File: config.mk
export PLATFORM = sky130hd
export DESIGN_NAME = lees_ctrl
export DESIGN_NICKNAME = d
export VERILOG_FILES = /design/src/lees_pkg.sv /design/src/lees_ctrl.sv
export SDC_FILE = /design/constraint.sdc
export NUM_CORES = 1
export LEC_CHECK = 0
export BUFFER_PORTS_ARGS = -buffer_cell sky130_fd_sc_hd__buf_2
export CORE_AREA = 5 5 42 44
export CTS_CLUSTER_SIZE = 24
export DETAILED_ROUTE_END_ITERATION = 8
export DIE_AREA = 0 0 47 49
export PLACE_DENSITY = 0.49
export SYNTH_ARGS = -nofsm -noshare
export SYNTH_HDL_FRONTEND = slang
export SYNTH_SLANG_ARGS = --single-unit
File: constraint.sdc
create_clock -name clk -period 1.1 [get_ports clk]
set_input_delay 0 -clock clk [delete_from_list [all_inputs] [get_ports clk]]
set_output_delay 0 -clock clk [all_outputs]
set_load 0.05 [all_outputs]
File: src/lees_pkg.sv
package lees_pkg;

  localparam int FRAC_BITS = 20;
  localparam int WORD_BITS = 32;
  localparam int REG_W     = 32;
  localparam int DT_W      = 31;
  localparam int ADDR_W    = 5;
  localparam int OP_W      = WORD_BITS + 1;
  localparam int EXT_W     = 2 * OP_W;

  typedef logic signed [WORD_BITS-1:0] word_t;
  typedef logic signed [OP_W-1:0]      op_t;
  typedef logic signed [EXT_W-1:0]     ext_t;

  // Register reset values, Q12.20.
  localparam logic [REG_W-1:0] SIGMA_RST = 32'd10485760;
  localparam logic [REG_W-1:0] BETA_RST  = 32'd2796133;
  localparam logic [REG_W-1:0] RHO_RST   = 32'd20971520;
  localparam logic [DT_W-1:0]  DT_RST    = 31'd1049;
  localparam logic [REG_W-1:0] START_RST = 32'd1048576;

  typedef enum logic [2:0] {
    REG_SIGMA   = 3'd0,
    REG_BETA    = 3'd1,
    REG_RHO     = 3'd2,
    REG_STEP    = 3'd3,
    REG_START_X = 3'd4,
    REG_START_Y = 3'd5,
    REG_START_Z = 3'd6
  } reg_idx_t;

  typedef struct packed {
    logic [REG_W-1:0] sigma;
    logic [REG_W-1:0] beta;
    logic [REG_W-1:0] rho;
    logic [DT_W-1:0]  step_size;
    logic [REG_W-1:0] start_x;
    logic [REG_W-1:0] start_y;
    logic [REG_W-1:0] start_z;
  } cfg_regs_t;

  typedef enum logic [2:0] {
    S_IDLE = 3'd0,
    S_P1   = 3'd1,
    S_P2   = 3'd2,
    S_P3   = 3'd3,
    S_P4   = 3'd4,
    S_P5   = 3'd5
  } state_t;

  typedef struct packed {
    logic start;
    logic p1;
    logic p2;
    logic p3;
    logic p4;
    logic fin;
  } dp_cmd_t;

  // Saturate to the state word; the top bit of the result is the clip flag.
  function automatic logic [WORD_BITS:0] sat_word(input ext_t v);
    ext_t hi;
    ext_t lo;
    logic [WORD_BITS:0] r;
    hi = (ext_t'(1) <<< (WORD_BITS - 1)) - ext_t'(1);
    lo = -hi - ext_t'(1);
    if (v > hi) begin
      r = {1'b1, hi[WORD_BITS-1:0]};
    end else if (v < lo) begin
      r = {1'b1, lo[WORD_BITS-1:0]};
    end else begin
      r = {1'b0, v[WORD_BITS-1:0]};
    end
    return r;
  endfunction

  // Clip to the 32-bit output range; the top bit is the clip flag.
  function automatic logic [REG_W:0] clip_out(input ext_t v);
    ext_t hi;
    ext_t lo;
    logic [REG_W:0] r;
    hi = (ext_t'(1) <<< (REG_W - 1)) - ext_t'(1);
    lo = -hi - ext_t'(1);
    if (v > hi) begin
      r = {1'b1, hi[REG_W-1:0]};
    end else if (v < lo) begin
      r = {1'b1, lo[REG_W-1:0]};
    end else begin
      r = {1'b0, v[REG_W-1:0]};
    end
    return r;
  endfunction

  // Fixed-point product, floored, saturated to the word.
  function automatic logic [WORD_BITS:0] mulq(input op_t a, input op_t b);
    ext_t p;
    p = (ext_t'(a) * ext_t'(b)) >>> FRAC_BITS;
    return sat_word(p);
  endfunction

endpackage

File: src/lees_ctrl.sv
module lees_ctrl import lees_pkg::*; (
  input  logic    clk,
  input  logic    rst_n,
  input  logic    in_valid,
  output logic    in_stall,
  output logic    out_valid,
  input  logic    out_stall,
  output dp_cmd_t cmd
);

  state_t state_r;
  state_t state_nxt;
  logic   out_valid_r;
  logic   out_valid_nxt;
  logic   out_free;
  logic   in_accept;

  assign out_free  = !out_valid_r || !out_stall;
  assign in_stall  = (state_r != S_IDLE);
  assign in_accept = in_valid && !in_stall;
  assign out_valid = out_valid_r;

  always_comb begin
    state_nxt = state_r;
    case (state_r)
      S_IDLE: if (in_accept) state_nxt = S_P1;
      S_P1:   state_nxt = S_P2;
      S_P2:   state_nxt = S_P3;
      S_P3:   state_nxt = S_P4;
      S_P4:   state_nxt = S_P5;
      // The last step waits here until the output register can take the beat.
      S_P5:   if (out_free) state_nxt = S_IDLE;
      default: state_nxt = S_IDLE;
    endcase
  end

  always_comb begin
    cmd       = '0;
    cmd.start = in_accept;
    case (state_r)
      S_P1:    cmd.p1  = 1'b1;
      S_P2:    cmd.p2  = 1'b1;
      S_P3:    cmd.p3  = 1'b1;
      S_P4:    cmd.p4  = 1'b1;
      S_P5:    cmd.fin = out_free;
      default: ;
    endcase
  end

  always_comb begin
    out_valid_nxt = out_valid_r;
    if (cmd.fin) begin
      out_valid_nxt = 1'b1;
    end else if (!out_stall) begin
      out_valid_nxt = 1'b0;
    end
  end

  always_ff @(posedge clk) begin
    if (!rst_n) begin
      state_r     <= S_IDLE;
      out_valid_r <= 1'b0;
    end else begin
      state_r     <= state_nxt;
      out_valid_r <= out_valid_nxt;
    end
  end

  a_accept_starts: assert property (@(posedge clk) disable iff (!rst_n)
    in_accept |=> state_r == S_P1)
    else $error("accepted item did not start the step sequence");

  a_fin_shows_result: assert property (@(posedge clk) disable iff (!rst_n)
    (state_r == S_P5 && out_free) |=> (out_valid_r && state_r == S_IDLE))
    else $error("finished step did not present a result beat");

  a_blocked_holds: assert property (@(posedge clk) disable iff (!rst_n)
    (state_r == S_P5 && !out_free) |=> (state_r == S_P5 && out_valid_r))
    else $error("final step left while the output register was occupied");

endmodule

[Yosys cells after proc, flatten, opt, wreduce, memory -nomap -nowiden]
Index checks and enable logic that the tools add are counted.
Operators by class
  mux-type cells: 10
  order comparisons: 0
  equality and inequality tests: 8
  bitwise gates (word level): 0
  shift-type cells: 0
  add/sub/neg operators: 0
  reductions and logical operators: 8
  multiply operators: 0
  divide/modulo/power cells: 0
Operators with widths (count)
  $pmux W3 S6: 1
  $mux W1: 7
  $eq A3 B2 Y1 const B: 2
  $eq A3 B3 Y1 const B: 2
  $mux W3: 2
  $ne A2 B2 Y1 const B: 2
  $eq A3 B1 Y1 const B: 1
  $logic_not A1 Y1: 3
  $logic_not A3 Y1: 1
  $reduce_bool A3 Y1: 1
  $ne A2 B1 Y1 const B: 1
  $reduce_and A2 Y1: 1
  $logic_and A1 B1 Y1: 1
  $logic_or A1 B1 Y1: 1
Storage, ports and cells
  bits in registers: 4
  word-level logic and storage cells: 28
  memories kept: 0
  bits in writable memories: 0
  bits in latches: 0
  input bits: 4
  memory bits (read-only): 0
  output and inout bits: 8

[Logic depth before layout (Yosys ltp)]
  depth in word-level cells: 5
  gate-level depth with buffers: 4
  gate-level depth less buffers: 2

[Worst setup path after synthesis]
No wires, ideal clock.
  path type: reg-to-output
  from: reg state_r[1]
  to: out cmd[3] in the netlist's numbering
  cell stages (with the launch flop): 3
  setup slack: -0.550 ns
  arrival: 1.650 ns
  data required time: 1.100 ns
  cell sequence: dfxtp_1 > buf_2 > nor3b_1
RTL lines
  from (decl): line lees_ctrl.sv:11  | state_t state_r;
  from (signal assigned): line lees_ctrl.sv:64  | state_r <= state_nxt;
  to (decl): line lees_ctrl.sv:8  | output dp_cmd_t cmd

==> results.tsv <==
stage	metric	value	unit
floorplan	die area	0.002303	mm^2
final_layout	share of layout cells above drive strength 1	74.47	%
pwr	P_leak	0.0002162	uW
floorplan	die height	49	um
pwr	peak supply drop	0.3653	mV
placement	HPWL after DPL	477.9	um
timing	Final setup viols	3	
hold_path	HP Class	input port to flop	
global_route	largest net degree at the start of global routing	9	
global_route	busiest grt layer	met2	
yosys	Synth Warn #	0	
hold_path	worst hold path stage count	3	
timing	endpoints failing hold	0	
global_route	M2 GR Usage	9.050	%
worst_setup_path	worst r2r path cells	3	
global_route	M1 GR Usage	6.798	%
floorplan	core area	0.001401	mm^2
route	WL/cell	10.46	um
floorplan	row count	14	
global_route	number of global-route vias before repair	248	
route	DR DRC count	0	
clocking	clk buf depth	2	
worst_setup_path	WS Path Type	flop to output port	
route	final wirelength	659	um
worst_setup_path	WP data arrival	1.20	ns
clocking	H-tree depth	1	
clocking	CTS Sinks	4	
pwr	Power Density	1470	mW/mm^2
route	Pre-antenna DRT Iters	4	
yosys	Mapped Nets	33	
yosys	area of the mapped netlist	265.3	um^2
timing	Least-Margin Pin Slew	0.2505	ns
placement	Final Wtd Congestion	0.6850	
timing	RSZ-0062 raised after global routing	true	
final_layout	ant diodes	0	
yosys	Synth Area per Inst	9.147	um^2
hold_path	hold_sp	out_stall	
clocking	CTS Root Buffer Type	clkbuf_4	
clocking	# hold bufs at CTS	0	
global_route	grt met3 use	1.107	%
final_layout	commonest non-fill, non-tap cell in the layout	buf_6	
placement	Port Buffer Count	11	
final_layout	Reg area	88.84	um^2
final_layout	Non-Filler Instances	63	
job	MaxCap Viol Count	0	
yosys	Unique masters post-synth	22	
final_layout	area delta synth->final	83.96	%
run_status	failing checks	negative setup slack	
run_status	outcome	complete, but fails checks	
final_layout	nets	53	
final_layout	most frequent cells in the layout	buf_6, buf_4, buf_2, clkbuf_4	
final_layout	Multi-input gate area	188.9	um^2
yosys	Seq/Total Area, Yosys	30.19	%
global_route	All-Layer GR Usage	6.474	%
floorplan	chip width	47	um
worst_setup_path	Worst setup SP type	flop	
floorplan	starting density of the core	18.93	%
timing	normalized max-slew margin	83.42	%
yosys	Synth Instances	29	
clocking	CTS tree	done	
timing	crit path time final	1.204	ns
final_layout	Filler Cells Inserted	142	
worst_setup_path	critical path required time	1.10	ns
worst_setup_path	reg-to-reg startpoint	state_r[1]	
worst_setup_path	worst-path maximum fanout	4	
route	drt initial violations	3	
route	drt via density	4.079	
route	via count	257	
worst_setup_path	crit path from	state_r[0]	
yosys	Seq cells post-synth	4	
floorplan	I/O pin count	12	
timing	Fmax	830.3	MHz
timing	fin worst setup slack	-0.1044	ns
global_route	remaining global-route overflow	0	
route	post-route ant nets	0	
placement	Placed Cells incl. Taps	58	
global_route	first-pass GRT wire length	1028	um
clocking	clock-pin slew on the worst setup and hold paths	0.04	ns
clocking	clk_lat worst skew	0.24	ns
clocking	CTS buffer count	3	
timing	max-slew violation count	0	
global_route	initial antenna violation count	0	
timing	Clock Skew	0.001612	ns
worst_setup_path	CP endpoint kind	output port	
timing	Hold Worst Slack	0.04743	ns
timing	fin crit share	109.5	%
cell type report:
type                    instances  area share, %
clock buffers                   3          4.615
inverters                       2          1.538
multi-input cells              19          38.72
flip-flops and latches          4          18.21
well taps                      16          4.103
repair buffers                 19          32.82
Yosys cell counts:
cell,n,share of area [%]
a211oi_2,1,4.7
a21bo_2,1,3.8
a21boi_1,1,2.8
a21boi_2,1,4.2
a21oi_1,1,1.9
and3_1,1,2.4
and3_2,1,2.8
buf_2,1,1.9
buf_4,2,5.7
buf_6,1,4.2
dfxtp_1,4,30
inv_1,2,2.8
nand2_1,1,1.4
nand3b_1,2,5.7
nand4b_1,1,3.3
nor2_2,1,2.4
nor3_1,1,1.9
nor3b_1,2,5.7
o21ai_1,1,1.9
o21bai_1,1,2.8
or3_4,1,4.2
xor2_1,1,3.3
per-layer routing:
layer  part of all wire [%]  vias up
met5                      0        -
met4                    3.8        0
met3                    4.1        3
met2                     53        6
met1                     39      113
li1                       -      135
logic make-up after synthesis:
kind of cell,after synthesis,share of synthesized area [%]
AOI/OAI and AO/OA,7,22.17
xor gates and xnor gates,1,3.302
DFF,4,30.19
and+or+nand+nor,11,29.71
buffers and inverters,6,14.62
worst paths after layout:
| kind | end | slack [ns] |
|---|---|---|
| worst min register to register | out_valid | 0.51 |
| worst min-delay path | out_valid | 0.05 |
| worst max register to register | state_r[0] | 0.17 |
| worst max-delay path | cmd[5] | -0.10 |
repair_timing:
item                                    in CTS  in global routing
setup buffers                                1                  1
pin swaps                                    0                  2
endpoints found under the hold margin        0                  0
gates resized for setup                     15                  8
endpoints found under the setup margin       7                  7
registers in the layout, indices dropped and copies added (netlist names):
| signal | count |
|---|---|
| state_r | 3 |
| out_valid | 1 |
report_power, final:
part / internal [uW] / leakage [uW] / switching (uW)
Combinational: 158 / 0.000168 / 190
Clock: 122 / 0.0000138 / 64.2
Sequential: 162 / 0.0000345 / 20.6
Total: 442 / 0.000216 / 275
critical path, cell delays in order (launching register included):
cell	delay, ns
dfxtp_4	0.34
or3_4	0.38
nor2_4	0.09
buf_6	0.16
metrics by stage:
step / power [uW] / TNS, ns / instance area [um^2] / setup slack [ns] / utilization, %
floorplan: 398.3 / -0.1830 / 286.5 / -0.08968 / -
global route: 753.4 / -0.4134 / 488.0 / -0.1345 / 34.82
CTS: 690.8 / -0.2493 / 446.7 / -0.1095 / 31.87
detailed placement: 456.1 / 0 / 375.4 / 0.03867 / 26.79
global placement: 455.3 / 0 / 375.4 / 0.05088 / 26.79
finish: 717.5 / -0.2046 / 488.0 / -0.1044 / 34.82
No activity file was read; power rests on OpenSTA's default activity.
