===== src/lees_pkg.sv =====
package lees_pkg;

  localparam int FRAC_BITS = 20;
  localparam int WORD_BITS = 32;
  localparam int REG_W     = 32;
  localparam int DT_W      = 31;
  localparam int ADDR_W    = 5;
  localparam int OP_W      = WORD_BITS + 1;
  localparam int EXT_W     = 2 * OP_W;

  typedef logic signed [WORD_BITS-1:0] word_t;
  typedef logic signed [OP_W-1:0]      op_t;
  typedef logic signed [EXT_W-1:0]     ext_t;

  // Register reset values, Q12.20.
  localparam logic [REG_W-1:0] SIGMA_RST = 32'd10485760;
  localparam logic [REG_W-1:0] BETA_RST  = 32'd2796133;
  localparam logic [REG_W-1:0] RHO_RST   = 32'd20971520;
  localparam logic [DT_W-1:0]  DT_RST    = 31'd1049;
  localparam logic [REG_W-1:0] START_RST = 32'd1048576;

  typedef enum logic [2:0] {
    REG_SIGMA   = 3'd0,
    REG_BETA    = 3'd1,
    REG_RHO     = 3'd2,
    REG_STEP    = 3'd3,
    REG_START_X = 3'd4,
    REG_START_Y = 3'd5,
    REG_START_Z = 3'd6
  } reg_idx_t;

  typedef struct packed {
    logic [REG_W-1:0] sigma;
    logic [REG_W-1:0] beta;
    logic [REG_W-1:0] rho;
    logic [DT_W-1:0]  step_size;
    logic [REG_W-1:0] start_x;
    logic [REG_W-1:0] start_y;
    logic [REG_W-1:0] start_z;
  } cfg_regs_t;

  typedef enum logic [2:0] {
    S_IDLE = 3'd0,
    S_P1   = 3'd1,
    S_P2   = 3'd2,
    S_P3   = 3'd3,
    S_P4   = 3'd4,
    S_P5   = 3'd5
  } state_t;

  typedef struct packed {
    logic start;
    logic p1;
    logic p2;
    logic p3;
    logic p4;
    logic fin;
  } dp_cmd_t;

  // Saturate to the state word; the top bit of the result is the clip flag.
  function automatic logic [WORD_BITS:0] sat_word(input ext_t v);
    ext_t hi;
    ext_t lo;
    logic [WORD_BITS:0] r;
    hi = (ext_t'(1) <<< (WORD_BITS - 1)) - ext_t'(1);
    lo = -hi - ext_t'(1);
    if (v > hi) begin
      r = {1'b1, hi[WORD_BITS-1:0]};
    end else if (v < lo) begin
      r = {1'b1, lo[WORD_BITS-1:0]};
    end else begin
      r = {1'b0, v[WORD_BITS-1:0]};
    end
    return r;
  endfunction

  // Clip to the 32-bit output range; the top bit is the clip flag.
  function automatic logic [REG_W:0] clip_out(input ext_t v);
    ext_t hi;
    ext_t lo;
    logic [REG_W:0] r;
    hi = (ext_t'(1) <<< (REG_W - 1)) - ext_t'(1);
    lo = -hi - ext_t'(1);
    if (v > hi) begin
      r = {1'b1, hi[REG_W-1:0]};
    end else if (v < lo) begin
      r = {1'b1, lo[REG_W-1:0]};
    end else begin
      r = {1'b0, v[REG_W-1:0]};
    end
    return r;
  endfunction

  // Fixed-point product, floored, saturated to the word.
  function automatic logic [WORD_BITS:0] mulq(input op_t a, input op_t b);
    ext_t p;
    p = (ext_t'(a) * ext_t'(b)) >>> FRAC_BITS;
    return sat_word(p);
  endfunction

endpackage


===== src/lees_cfg.sv =====
module lees_cfg import lees_pkg::*; (
  input  logic              clk,
  input  logic              rst_n,
  input  logic              cfg_psel,
  input  logic              cfg_penable,
  input  logic              cfg_pwrite,
  input  logic [ADDR_W-1:0] cfg_paddr,
  input  logic [REG_W-1:0]  cfg_pwdata,
  output logic [REG_W-1:0]  cfg_prdata,
  output logic              cfg_pready,
  output cfg_regs_t         regs
);

  cfg_regs_t regs_r;
  reg_idx_t  idx;
  logic      wr_en;

  assign idx        = reg_idx_t'(cfg_paddr[ADDR_W-1:2]);
  assign wr_en      = cfg_psel && cfg_penable && cfg_pwrite;
  assign cfg_pready = 1'b1;
  assign regs       = regs_r;

  always_ff @(posedge clk) begin
    if (!rst_n) begin
      regs_r.sigma     <= SIGMA_RST;
      regs_r.beta      <= BETA_RST;
      regs_r.rho       <= RHO_RST;
      regs_r.step_size <= DT_RST;
      regs_r.start_x   <= START_RST;
      regs_r.start_y   <= START_RST;
      regs_r.start_z   <= START_RST;
    end else if (wr_en) begin
      case (idx)
        REG_SIGMA:   regs_r.sigma     <= cfg_pwdata;
        REG_BETA:    regs_r.beta      <= cfg_pwdata;
        REG_RHO:     regs_r.rho       <= cfg_pwdata;
        REG_STEP:    regs_r.step_size <= cfg_pwdata[DT_W-1:0];
        REG_START_X: regs_r.start_x   <= cfg_pwdata;
        REG_START_Y: regs_r.start_y   <= cfg_pwdata;
        REG_START_Z: regs_r.start_z   <= cfg_pwdata;
        default: ;
      endcase
    end
  end

  always_comb begin
    case (idx)
      REG_SIGMA:   cfg_prdata = regs_r.sigma;
      REG_BETA:    cfg_prdata = regs_r.beta;
      REG_RHO:     cfg_prdata = regs_r.rho;
      REG_STEP:    cfg_prdata = {{(REG_W - DT_W){1'b0}}, regs_r.step_size};
      REG_START_X: cfg_prdata = regs_r.start_x;
      REG_START_Y: cfg_prdata = regs_r.start_y;
      REG_START_Z: cfg_prdata = regs_r.start_z;
      default:     cfg_prdata = '0;
    endcase
  end

endmodule


===== config.mk =====
export PLATFORM = sky130hd
export DESIGN_NAME = lees_cfg
export DESIGN_NICKNAME = d
export VERILOG_FILES = /design/src/lees_pkg.sv /design/src/lees_cfg.sv
export SDC_FILE = /design/constraint.sdc
export NUM_CORES = 1
export LEC_CHECK = 0
export ABC_AREA = 1
export BUFFER_PORTS_ARGS = -buffer_cell sky130_fd_sc_hd__buf_4
export CORE_ASPECT_RATIO = 0.9
export CORE_UTILIZATION = 26
export CTS_CLUSTER_DIAMETER = 120
export DETAILED_ROUTE_END_ITERATION = 7
export GPL_ROUTABILITY_DRIVEN = 0
export HOLD_SLACK_MARGIN = 0.03
export PLACE_DENSITY = 0.45
export SYNTH_ARGS = -nofsm -noshare
export SYNTH_HDL_FRONTEND = slang
export SYNTH_SLANG_ARGS = --single-unit
export TNS_END_PERCENT = 5

===== constraint.sdc =====
create_clock -name clk -period 2.8 [get_ports clk]
set_input_delay 0.14 -clock clk [delete_from_list [all_inputs] [get_ports clk]]
set_output_delay 0.14 -clock clk [all_outputs]
set_load 0.02 [all_outputs]

### After elaboration in Yosys (flattened, before gate mapping)

Cells that the tools add are included.

| storage, ports and cells | value |
|---|---|
| bits in registers | 223 |

| operators by class | value |
|---|---|
| muxes and demuxes | 1 |
| reduce and logical (&&, ||, !) cells | 10 |
| equal/unequal tests | 6 |

Operators with widths:

| cell | number |
|---|---|
| 32-bit case mux with 7 select lines | 1 |
| 2-bit AND reduction | 7 |
| 3-bit == test, second input constant | 3 |
| 3-bit by 2-bit == test with 1-bit output, second input constant | 2 |
| 3-bit by 1-bit == test with 1-bit output, second input constant | 1 |
| 3-bit logical NOT | 1 |
| 1-bit logical AND | 2 |

### Longest topological paths before layout

| depth | value |
|---|---|
| depth in word-level cells | 3 |
| gate-level depth with buffers | 8 |
| gate-level depth less buffers | 7 |

### Least setup slack after synthesis

No wires, ideal clock.

| timing | value |
|---|---|
| kind | input to output |
| from | in cfg_paddr[3] |
| to | out cfg_prdata[0] |
| required time | 2.660 ns |
| data arrival time | 1.100 ns |
| stages | 8 |
| path slack | 1.560 ns |
| cells stage by stage | buf_4 -> nor2_2 -> buf_2 -> buf_2 -> nand3_1 -> nand2_1 -> nor2_1 -> nand2_1 |

| on the way | value |
|---|---|
| longest elaborated chain between the ends | 2 |
| elaborated cells on any way between the ends | 8 |

Ends and longest elaborated chain:

| element | RTL line | RTL |
|---|---|---|
| start, declared | lees_cfg.sv:7 | `input logic [ADDR_W-1:0] cfg_paddr,` |
| 3-bit == test (tied with other cells) | lees_cfg.sv:47 | `case (idx)` |
| 32-bit case mux with 7 select lines * | lees_cfg.sv:47 |  |
| end, declared | lees_cfg.sv:9 | `output logic [REG_W-1:0] cfg_prdata,` |

Mark *: on every way between the ends. The rest lies on a longest branch, timed or not.

### Final worst setup path

| timing | value |
|---|---|
| from | in cfg_paddr[4] |
| to | out cfg_prdata[14] |

Same word-level chain as after synthesis.

==> impl_results.md <==
* Seq cells post-synth at 223
* CP Max Fanout at 36
* Post-synthesis mux area share at 0
* Final clock skew at 0 ns
* Total number of vias at 11900
* Compound-Gate Fraction of Synth Area at 0.00139
* Combinational Power Share at 0.108
* Crit path DAT at 1.83 ns
* Top-area cell type share of the netlist area at 0.413
* NumNets Final at 2027
* Synth Area in Adders at 0
* Die H at 196 um
* Type of the worst min-delay path: in2reg
* Number of I/O port buffers at 294
* Required @ worst endpoint at 2.66 ns
* First-pass GRT wire length at 72.4 mm
* Total power at 0.00757 W
* Syn Area/Cell at 6.22 sq um
* Worst VDD drop at 0.308 mV
* Post-Syn Nets at 1781
* Ys Warns at 0
* Largest family of logic cells by synthesized area: simple AND/OR/NAND/NOR gates
* Final Setup Violations at 0
* Final slew viol count at 0
* Via density at 4.69
* Row count at 70
* TritonCTS buffer count at 27
* Post-DP HPWL at 33.6 mm
* Post-Synth XOR/XNOR Area at 0
* Ant diodes at 0
* Startpoint type of the worst setup path: primary input
* Switching portion of total power at 0.271
* RSZ-0062 raised after global routing: false
* Synth Area in Simple Gates at 0.503
* Final Cell Area at 0.0145 sq mm
* Status: finished clean
* Syn Std Cell Area at 0.0108 sq mm
* Root buffer cell: clkbuf_16
* Largest net degree at the start of global routing at 81
* CTS tree: built
* DR WL/cell at 19.4 um
* Horiz. Die Dim at 217 um
* Max FFs per register at 223
* IO Pins at 298
* Fin crit share at 0.703
* GRT overflow at 0
* Final worst path period need at 1.97 ns
* Crit end category: output port
* Pleak at 6.97 nW
* Power Density at 521 mW/mm^2
* Die area at 0.0424 sq mm
* Yosys top cell by area: dfxtp_1
* Clock Pin Slew Worst Setup and Hold Paths at 0.06 ns
* Sequential power share at 0.429
* DR DRC count at 0
* Final ANT Viol Nets at 0
* Htree depth at 1
* Seq/Total Area, Yosys at 0.413
* Vias in the first global route at 10900
* Slew headroom at 0.473
* CTS Sinks at 223
* DRT iter0 DRCs at 869
* Fmax at 508 MHz
* Starting Density at 0.265
* Power Internal at 0.00552 W
* Synth-to-Final Area Change at 34.3%
* Skew-Pair Late Insertion Delay at 0.55 ns
* Setup Crit Path Kind: in2out
* CORE AREA at 0.0408 sq mm
* Area after DPL at 0.0135 sq mm
* Clk buf depth at 3
* Layout cells sized above 1 at 0.196
* Syn Inst Count at 1739
* Net Sw Power at 0.00205 W
* Total Routing Usage GR at 0.226
* Netlist cell types at 17
* Post-CTS Setup Inserts at 0
* Least-Margin Pin Slew at 0.791 ns
* Initial antenna violation count at 0
* Clk network pwr share at 0.463
* Final wirelength at 49.2 mm
* 1st-pass router iterations at 5
* Setup TNS at 0 ns
* Number of max-cap violations at 0
* Final number of hold-violating endpoints at 0
* Ranking of synthesized cells by area: dfxtp_1, nand2_1, nor2_1, nand3_1, nand4_1
## area by class of cell
type	count	area [sq um]
Fill cell	4572	26300
Multi-Input combinational cell	1314	5490
Sequential cell	223	4460
Timing Repair Buffer	351	2780
Clock buffer	41	808
Tap cell	540	676
Inverter	68	259
Clock inverter	6	55.1
## worst max-delay path: stages
cell	delay [ns]
buf_4	0.11
buf_4	0.47
nor2_2	0.07
buf_4	0.29
nand2_1	0.11
nand2_1	0.06
nor2_1	0.27
nand2_1	0.10
buf_4	0.16
## path summary, 6_finish.rpt
kind / startpoint / end / slack [ns] / cells past startpoint
setup / recovery: cfg_paddr[4] / cfg_prdata[14] / 0.83 / 9
hold / removal: cfg_pwdata[31] / regs[63]$_SDFFE_PN0P_ / 0.05 / 5
setup reg to reg: regs[174]$_SDFFE_PN1P_ / regs[174]$_SDFFE_PN1P_ / 2.08 / 2
hold reg to reg: regs[161]$_SDFFE_PN1P_ / regs[161]$_SDFFE_PN1P_ / 0.49 / 2
## layer usage
metal	up-vias	global-route usage	wire length, um
li1	5968	-	-
met1	5528	0.286	21200
met2	362	0.378	23100
met3	74	0.0509	3350
met4	0	0.0722	1620
met5	-	0	0
## synth_stat cells
cell,number
buf_1,23
buf_2,70
buf_4,11
clkbuf_1,30
conb_1,1
dfxtp_1,223
inv_1,65
inv_2,2
inv_4,1
nand2_1,502
nand3_1,203
nand3_2,1
nand4_1,95
nor2_1,501
nor2_2,6
nor2_4,2
o21ai_0,3
## power by group through the flow
stage	Clock (W)	Sequential, W	Combinational, W
final	0.00350	0.00325	0.000817
after global routing	0.00374	0.00325	0.000885
after CTS	0.00360	0.00325	0.000826
after detailed placement	0	0.00332	0.000804
after global placement	0	0.00332	0.000803
after floorplan	0	0.00336	0.000405
## kinds of logic (layout without fill, tap and decap cells)
logic type             Yosys count  after routing
other                            1              1
buffers and inverters          202            466
DFF                            223            223
AOI/OAI and AO/OA                3              3
and+or+nand+nor               1310           1310
## metrics by stage
step	worst slack, ns	instances	hold WS, ns	utilization
after floorplan	1.56	1739	0.266	-
after global placement	0.726	2478	0.363	0.331
after detailed placement	0.740	2478	0.370	0.331
after CTS	0.815	2543	0.0342	0.356
after global routing	0.743	2543	0.0520	0.356
final	0.830	2543	0.0487	0.356
## cell usage in the layout (no fill, tap or decap)
master	netlist	final
nor2_1	501	496
inv_1	65	64
nor2_4	2	4
dfxtp_1	223	223
buf_12	0	8
nand4_1	95	95
buf_6	0	1
bufinv_16	0	1
nor2_2	6	9
inv_4	1	1
conb_1	1	1
nand3_1	203	203
o21ai_0	3	3
inv_2	2	2
clkbuf_16	0	27
clkinv_2	0	6
nand3_2	1	1
dlygate4sd3_1	0	18
nand2_1	502	502
clkbuf_1	30	6
clkbuf_8	0	8
buf_4	11	324
## what timing repair did
item | CTS | global route
endpoints found under the hold margin | 24 | 0
hold buffers | 18 | 0
resized for setup | 0 | 0
No activity file was read; power rests on OpenSTA's default activity.
